$ cat config.mk
export PLATFORM = sky130hd
export DESIGN_NAME = datagram_rx_ack_dedup_filter
export DESIGN_NICKNAME = d
export VERILOG_FILES = /design/src/hdl/dgrx_pkg.sv /design/src/hdl/datagram_rx_ack_dedup_filter.sv /design/src/hdl/dgrx_cfg_regs.sv /design/src/hdl/dgrx_id_mem.sv
export SDC_FILE = /design/constraint.sdc
export NUM_CORES = 2
export LEC_CHECK = 0
export CELL_PAD_IN_SITES_DETAIL_PLACEMENT = 0
export CELL_PAD_IN_SITES_GLOBAL_PLACEMENT = 1
export CORE_MARGIN = 4
export CORE_UTILIZATION = 55
export DETAILED_ROUTE_END_ITERATION = 10
export DONT_BUFFER_PORTS = 1
export PLACE_DENSITY = 0.78
export SYNTH_ARGS = -nofsm -noshare
export SYNTH_HDL_FRONTEND = slang
export SYNTH_HIERARCHICAL = 1
export SYNTH_SLANG_ARGS = --single-unit
$ cat constraint.sdc
create_clock -name clk -period 15 [get_ports clk]
set_input_delay 3 -clock clk [delete_from_list [all_inputs] [get_ports clk]]
set_output_delay 3 -clock clk [all_outputs]
set_load 0.01 [all_outputs]
$ cat src/hdl/dgrx_pkg.sv
package dgrx_pkg;

  localparam int unsigned ByteW     = 8;
  localparam int unsigned CountW    = 16;
  localparam int unsigned CfgIndexW = 3;
  localparam int unsigned SrcRange  = 2 ** ByteW;
  localparam int unsigned InDataW   = 40;
  localparam int unsigned OutDataW  = 56;

  localparam logic [ByteW-1:0] HDR_BYTES = 8'd4;

  localparam logic [CfgIndexW-1:0] REG_OWN_ADDR  = 3'd0;
  localparam logic [CfgIndexW-1:0] REG_PROMISC   = 3'd1;
  localparam logic [CfgIndexW-1:0] REG_BCAST     = 3'd2;
  localparam logic [CfgIndexW-1:0] REG_WILDCARD  = 3'd3;
  localparam logic [CfgIndexW-1:0] REG_ACK_MASK  = 3'd4;
  localparam logic [CfgIndexW-1:0] REG_MAX_LEN   = 3'd5;

  typedef struct packed {
    logic [ByteW-1:0] own_address;
    logic             promiscuous;
    logic [ByteW-1:0] broadcast_address;
    logic [ByteW-1:0] wildcard_address;
    logic [ByteW-1:0] ack_flag_mask;
    logic [ByteW-1:0] max_frame_len;
  } cfg_t;

  typedef struct packed {
    logic [ByteW-1:0] frame_flags;
    logic [ByteW-1:0] seq_id;
    logic [ByteW-1:0] source;
    logic [ByteW-1:0] dest;
    logic [ByteW-1:0] frame_len;
  } hdr_t;

endpackage

$ cat src/hdl/datagram_rx_ack_dedup_filter.sv
// Receive header filter for a reliable datagram link. Each input transaction
// carries one frame header; each output transaction carries its verdict
// (accepted, deliver_new, send_ack, ack_seen), the source, dest, seq and flags
// bytes (zero unless accepted) and the running good-frame count. For each
// frame the block first reads the last-seen id of its source from the id
// memory, which has a registered read, then compares, writes a fresh id back and
// loads the output register. The next header is taken in the cycle after that
// load, so frames are handled one at a time; if the output register is still
// occupied, the compare step waits for it. The id table is empty right after
// reset, with no clearing pass. Configuration writes are taken at any time but
// must only be issued while no frame is in progress.
module datagram_rx_ack_dedup_filter
  import dgrx_pkg::*;
#(
  parameter int unsigned NODE_COUNT = 256
) (
  input  logic                 clk,
  input  logic                 rst_n,
  // frame_len[7:0], dest[15:8], source[23:16], seq_id[31:24], frame_flags[39:32]
  input  logic [InDataW-1:0]   in_tdata,
  input  logic                 in_tvalid,
  output logic                 in_tready,
  // accepted[0], deliver_new[1], send_ack[2], ack_seen[3], msg_source[11:4],
  // msg_dest[19:12], msg_seq[27:20], msg_flags[35:28], good_count[51:36]
  output logic [OutDataW-1:0]  out_tdata,
  output logic                 out_tvalid,
  input  logic                 out_tready,
  input  logic                 cfg_valid,
  output logic                 cfg_ready,
  input  logic [CfgIndexW-1:0] cfg_index,
  input  logic [ByteW-1:0]     cfg_data
);

  localparam int unsigned AddrW = (NODE_COUNT > 1) ? $clog2(NODE_COUNT) : 1;

  typedef enum logic {
    ST_IDLE,
    ST_LOOKUP
  } state_t;

  cfg_t   cfg;
  hdr_t   in_hdr;
  hdr_t   hdr_r;
  state_t state_r;

  logic [AddrW-1:0]  slot_lut [SrcRange];
  logic [AddrW-1:0]  slot_r;
  logic [ByteW-1:0]  last_id;
  logic              in_xfer;
  logic              out_free;
  logic              load;
  logic              len_ok;
  logic              addr_ok;
  logic              acc;
  logic              is_ack;
  logic              ack_req;
  logic              fresh;
  logic [CountW-1:0] good_frames_r;
  logic [CountW-1:0] good_nxt;

  logic              out_tvalid_r;
  logic              out_accepted_r;
  logic              out_deliver_r;
  logic              out_send_ack_r;
  logic              out_ack_seen_r;
  logic [ByteW-1:0]  out_source_r;
  logic [ByteW-1:0]  out_dest_r;
  logic [ByteW-1:0]  out_seq_r;
  logic [ByteW-1:0]  out_flags_r;
  logic [CountW-1:0] out_count_r;

  for (genvar gi = 0; gi < SrcRange; gi++) begin : g_slot
    localparam int unsigned SlotVal = gi % NODE_COUNT;
    assign slot_lut[gi] = AddrW'(SlotVal);
  end

  dgrx_cfg_regs u_cfg (
    .clk       (clk),
    .rst_n     (rst_n),
    .cfg_valid (cfg_valid),
    .cfg_ready (cfg_ready),
    .cfg_index (cfg_index),
    .cfg_data  (cfg_data),
    .cfg       (cfg)
  );

  assign in_hdr    = hdr_t'(in_tdata);
  assign in_tready = (state_r == ST_IDLE);
  assign in_xfer   = in_tvalid && in_tready;
  assign out_free  = !out_tvalid_r || out_tready;
  assign load      = (state_r == ST_LOOKUP) && out_free;

  dgrx_id_mem #(
    .Depth (NODE_COUNT),
    .AddrW (AddrW)
  ) u_id_mem (
    .clk     (clk),
    .rst_n   (rst_n),
    .rd_en   (in_xfer),
    .rd_addr (slot_lut[in_hdr.source]),
    .rd_data (last_id),
    .wr_en   (load && fresh),
    .wr_addr (slot_r),
    .wr_data (hdr_r.seq_id)
  );

  always_comb begin
    len_ok  = (hdr_r.frame_len >= HDR_BYTES) && (hdr_r.frame_len <= cfg.max_frame_len);
    addr_ok = cfg.promiscuous || (hdr_r.dest == cfg.own_address) ||
              (hdr_r.dest == cfg.broadcast_address) ||
              (hdr_r.dest == cfg.wildcard_address);
    acc     = len_ok && addr_ok;
    is_ack  = |(hdr_r.frame_flags & cfg.ack_flag_mask);
    ack_req = acc && !is_ack &&
              ((hdr_r.dest == cfg.own_address) || (hdr_r.dest == cfg.wildcard_address));
    fresh   = acc && !is_ack && (last_id != hdr_r.seq_id);
    good_nxt = acc ? good_frames_r + 16'd1 : good_frames_r;
  end

  always_ff @(posedge clk) begin
    if (in_xfer) begin
      hdr_r  <= in_hdr;
      slot_r <= slot_lut[in_hdr.source];
    end
    if (load) begin
      out_accepted_r <= acc;
      out_deliver_r  <= fresh;
      out_send_ack_r <= ack_req;
      out_ack_seen_r <= acc && is_ack;
      out_source_r   <= acc ? hdr_r.source : '0;
      out_dest_r     <= acc ? hdr_r.dest : '0;
      out_seq_r      <= acc ? hdr_r.seq_id : '0;
      out_flags_r    <= acc ? hdr_r.frame_flags : '0;
      out_count_r    <= good_nxt;
    end
  end

  always_ff @(posedge clk) begin
    if (!rst_n) begin
      state_r       <= ST_IDLE;
      out_tvalid_r  <= 1'b0;
      good_frames_r <= '0;
    end else begin
      case (state_r)
        ST_IDLE: begin
          if (in_xfer) begin
            state_r <= ST_LOOKUP;
          end
          if (out_tvalid_r && out_tready) begin
            out_tvalid_r <= 1'b0;
          end
        end
        ST_LOOKUP: begin
          if (load) begin
            state_r       <= ST_IDLE;
            out_tvalid_r  <= 1'b1;
            good_frames_r <= good_nxt;
          end
        end
        default: begin
          state_r <= ST_IDLE;
        end
      endcase
    end
  end

  assign out_tvalid = out_tvalid_r;
  assign out_tdata  = {4'b0000, out_count_r, out_flags_r, out_seq_r, out_dest_r,
                       out_source_r, out_ack_seen_r, out_send_ack_r,
                       out_deliver_r, out_accepted_r};

  a_deliver_needs_accept: assert property (@(posedge clk) disable iff (!rst_n)
    out_tvalid_r |-> (!out_deliver_r || out_accepted_r))
    else $error("deliver_new without accepted");

  a_ack_req_not_ack: assert property (@(posedge clk) disable iff (!rst_n)
    out_tvalid_r |-> (!out_send_ack_r || (out_accepted_r && !out_ack_seen_r)))
    else $error("send_ack on rejected or ACK frame");

  a_one_frame_in_flight: assert property (@(posedge clk) disable iff (!rst_n)
    in_xfer |=> !in_tready)
    else $error("header taken while lookup pending");

  a_count_step: assert property (@(posedge clk) disable iff (!rst_n)
    (load && acc) |=> (good_frames_r == CountW'($past(good_frames_r) + 16'd1)))
    else $error("good-frame count did not advance");

  a_count_hold: assert property (@(posedge clk) disable iff (!rst_n)
    !(load && acc) |=> $stable(good_frames_r))
    else $error("good-frame count changed without accepted frame");

endmodule

$ cat src/hdl/dgrx_cfg_regs.sv
module dgrx_cfg_regs
  import dgrx_pkg::*;
(
  input  logic                 clk,
  input  logic                 rst_n,
  input  logic                 cfg_valid,
  output logic                 cfg_ready,
  input  logic [CfgIndexW-1:0] cfg_index,
  input  logic [ByteW-1:0]     cfg_data,
  output cfg_t                 cfg
);

  cfg_t cfg_r;

  assign cfg_ready = 1'b1;
  assign cfg       = cfg_r;

  always_ff @(posedge clk) begin
    if (!rst_n) begin
      cfg_r.own_address       <= 8'd255;
      cfg_r.promiscuous       <= 1'b0;
      cfg_r.broadcast_address <= 8'd255;
      cfg_r.wildcard_address  <= 8'd0;
      cfg_r.ack_flag_mask     <= 8'd128;
      cfg_r.max_frame_len     <= 8'd64;
    end else if (cfg_valid && cfg_ready) begin
      case (cfg_index)
        REG_OWN_ADDR: cfg_r.own_address       <= cfg_data;
        REG_PROMISC:  cfg_r.promiscuous       <= cfg_data[0];
        REG_BCAST:    cfg_r.broadcast_address <= cfg_data;
        REG_WILDCARD: cfg_r.wildcard_address  <= cfg_data;
        REG_ACK_MASK: cfg_r.ack_flag_mask     <= cfg_data;
        REG_MAX_LEN:  cfg_r.max_frame_len     <= cfg_data;
        default: ;
      endcase
    end
  end

endmodule

$ cat src/hdl/dgrx_id_mem.sv
module dgrx_id_mem
  import dgrx_pkg::*;
#(
  parameter int unsigned Depth = 256,
  parameter int unsigned AddrW = 8
) (
  input  logic             clk,
  input  logic             rst_n,
  input  logic             rd_en,
  input  logic [AddrW-1:0] rd_addr,
  output logic [ByteW-1:0] rd_data,
  input  logic             wr_en,
  input  logic [AddrW-1:0] wr_addr,
  input  logic [ByteW-1:0] wr_data
);

  logic [ByteW-1:0] mem [Depth];
  logic [Depth-1:0] vld_r;
  logic [ByteW-1:0] rd_data_r;
  logic             rd_vld_r;

  always_ff @(posedge clk) begin
    if (wr_en) begin
      mem[wr_addr] <= wr_data;
    end
    if (rd_en) begin
      rd_data_r <= mem[rd_addr];
    end
  end

  always_ff @(posedge clk) begin
    if (!rst_n) begin
      vld_r    <= '0;
      rd_vld_r <= 1'b0;
    end else begin
      if (wr_en) begin
        vld_r[wr_addr] <= 1'b1;
      end
      if (rd_en) begin
        rd_vld_r <= vld_r[rd_addr];
      end
    end
  end

  assign rd_data = rd_vld_r ? rd_data_r : '0;

endmodule

==> qor.yml <==
sta:
  slew_headroom: -0.748
  maxSlewViolCount: 574
  fin_crit_sh: 0.531
  max_freq_mhz: 125
  hold_violations: 0
  max_slew.worst_pin.slew_ns: 2.62
  setup_viol_count_final: 0
  timing.final.crit_period_ns: 7.97
  rsz0062_at_grt: "no"
  tns_ns: 0
  fin_skew_ns: 0.0387
die:
  placeableCoreArea_sq_um: 170000
  num_rows: 151
  dieArea_sq_um: 179000
  ios: 115
  die_h_um: 423
  chipWidth_um: 423
  start_util: 0.556
global_route:
  grt_max_degree: 584
  grt_pass1_vias: 47000
  grt_pass1_wl_um: 329000
  grt_overflow: 0
  antenna_found_initial: 2
  grt_usage: 0.250
routing:
  detail-route-antenna-nets: 0
  drt_iter0_drc: 6088
  wl_per_cell_um: 30.4
  drcViolationCount: 0
  via_count: 47600
  avgViaCountPerCell: 6.48
  drt_pass1_iterations: 8
  drt-total-wl_um: 223000
clock_tree:
  postCtsResizedCells: 0
  path_clk_slew_ns: 0.06
  cts-root-buf: "clkbuf_16"
  postCtsHoldBufs: 0
  cts_sinks: 2464
  cts_made_buffers: 231
  insertion_delay_ns: 0.86
  cts_setup_buffers: 0
  cts_tree: "built"
  cts_htree_levels: 4
  clockBufferDepth: 3
power:
  clock_power_share: 0.420
  switching_share: 0.206
  pwr_density_cell_nw_per_um2: 133
  p_int_uw: 11000
  peakVddDrop_v: 0.000128
  p_leak_uw: 0.0325
  switchingPower_uw: 2860
  power_uw: 13900
  p_seq_frac: 0.539
  p_comb_frac: 0.041
setup_path:
  end_kind: "flip-flop"
  r2r_cells: 9
  critPathRequiredTime_ns: 15.60
  crit_path_start_kind: "input port"
  crit_fanout: 196
  worstSetupPathType: "in2reg"
  crit_arrival_ns: 8.57
synthesis:
  seq_area_frac_synth: 0.749
  synthTopCellsByArea: "edfxtp_1 (68%), mux4_2 (14%), dfxtp_1 (6.7%)"
  ys_ff_latch: 2464
  yosysTopAreaCellShare: 0.682
  yosysTopAreaCell: "edfxtp_1"
  synth_edf_count: 2148
  yosysWarnings: 6
  synthAdderAreaFrac: 0.00119
  synth-compound-area-share: 0.0540
  syn_inst: 4826
  synth_mux_area_frac: 0.143
  syn_area_sq_um: 94600
  synth_xor_area_frac: 0.00435
  synth-simple-area-share: 0.0311
  synth_area_per_cell_sq_um: 19.6
  synth_top_family_by_area: "multiplexers"
  ys_types: 65
  async_reset_ff_frac: 0
  ys.flop_type: "edfxtp_1"
cells_and_area:
  final_common_cell: "edfxtp_1"
  multi_input_area_sq_um: 22200
  fill_cells: 11700
  synthToLayoutAreaGrowth_pct: 10.4
  final_cell_mix: "edfxtp_1 (2,148), mux4_2 (574), dfxtp_1 (316), nor2_1 (272), a22oi_1 (264)"
  layout-drive-gt1-share: 0.203
  regArea_sq_um: 70800
  final_util: 0.613
  nets: 4890
flow_run:
  cap_violations: 0
placed_design:
  hpwl_um: 129000
  place_congestion: 0.830
  place.port_buffers: 0
min_path:
  holdPathStages: 1
  holdCritPathClass: "reg2reg"
outcome:
  status: "finished with violations"
  violations: "max-slew violations"
[critical path: stages]
cell,delay [ns]
buf_16,0.85
buf_16,0.66
buf_16,0.87
mux4_2,0.63
a22oi_1,0.26
a21oi_1,0.19
nor4_1,0.92
o22ai_1,0.41
or2_1,0.32
[through the flow]
stage | setup slack, ns | std cells | cell area, sq um | hold slack [ns]
2_1_floorplan | 8.37 | 4829 | 94600 | 0.435
3_3_place_gp | 7.55 | 6882 | 96600 | 0.440
3_5_place_dp | 7.60 | 6882 | 96600 | 0.448
4_1_cts | 8.53 | 7321 | 104000 | 0.462
5_1_grt | 6.65 | 7326 | 104000 | 0.472
6_report | 7.03 | 7333 | 104000 | 0.459
[sequential cells by signal, summed over array words and instances (netlist names), 16 cells and up]
signal          cells
hdr_r              40
u_id_mem/mem     2048
u_cfg/cfg          41
u_id_mem/vld_r    256
good_frames_r      16
out_count_r        16
[area by class of cell]
cell class / instances / share of cell area
Clock inverter: 101 / 0.0103
Antenna cell: 7 / 0.000168
Tap cell: 2295 / 0.0275
Sequential cell: 2464 / 0.678
Clock buffer: 338 / 0.0631
Timing Repair Buffer: 78 / 0.00709
Multi-Input combinational cell: 2032 / 0.213
Inverter: 18 / 0.000647
[metal layers]
layer / up-vias / routed length [um] / track usage
li1: 19800 / - / -
met1: 25200 / 90200 / 0.365
met2: 2216 / 109000 / 0.397
met3: 312 / 19200 / 0.0482
met4: 4 / 4960 / 0.0604
met5: - / 32 / 0
[Yosys cell counts (8+ instances only)]
library cell / n
nor2_1: 273
buf_1: 24
xnor2_1: 25
o22ai_1: 20
nor3_1: 13
nor4_1: 43
nand4_1: 20
buf_2: 50
inv_1: 16
a22oi_1: 264
clkbuf_1: 189
o21a_1: 256
edfxtp_1: 2148
or2_1: 8
a21oi_1: 148
and2_1: 42
nand3_1: 33
ha_1: 9
nor2b_1: 39
mux2i_1: 62
nand2_1: 82
nand2b_1: 11
xor2_1: 22
buf_6: 31
mux4_2: 574
buf_4: 19
dfxtp_1: 316
[path summary, 6_finish.rpt]
| check | from | end | slack, ns |
|---|---|---|---|
| worst max register to register | hdr_r[7] | u_id_mem/mem[227][3] | 9.68 |
| worst max-delay path | in_tdata[16] | u_id_mem/rd_data_r[3] | 7.03 |
| worst min-delay path | u_id_mem/vld_r[42] | u_id_mem/vld_r[42] | 0.46 |
| worst min register to register | u_id_mem/vld_r[42] | u_id_mem/vld_r[42] | 0.46 |
[power groups by stage]
stage | registers (uW) | clock network, uW | logic, uW
2_1_floorplan | 7700 | 0 | 349
3_3_place_gp | 7640 | 0 | 492
3_5_place_dp | 7640 | 0 | 502
4_1_cts | 7500 | 5930 | 502
5_1_grt | 7490 | 6250 | 594
6_report | 7500 | 5840 | 571
[cells by family (layout without fill, tap and decap cells)]
| kind of cell | after synthesis | in the layout |
|---|---|---|
| muxes | 637 | 637 |
| adders and majority gates | 9 | 9 |
| AOI/OAI and AO/OA | 730 | 730 |
| DFF | 2464 | 2464 |
| buffers and inverters | 333 | 535 |
| other | 2 | 12 |
| xor gates and xnor gates | 47 | 47 |
| and+or+nand+nor | 604 | 604 |
Power figures use the tool's default switching activity.
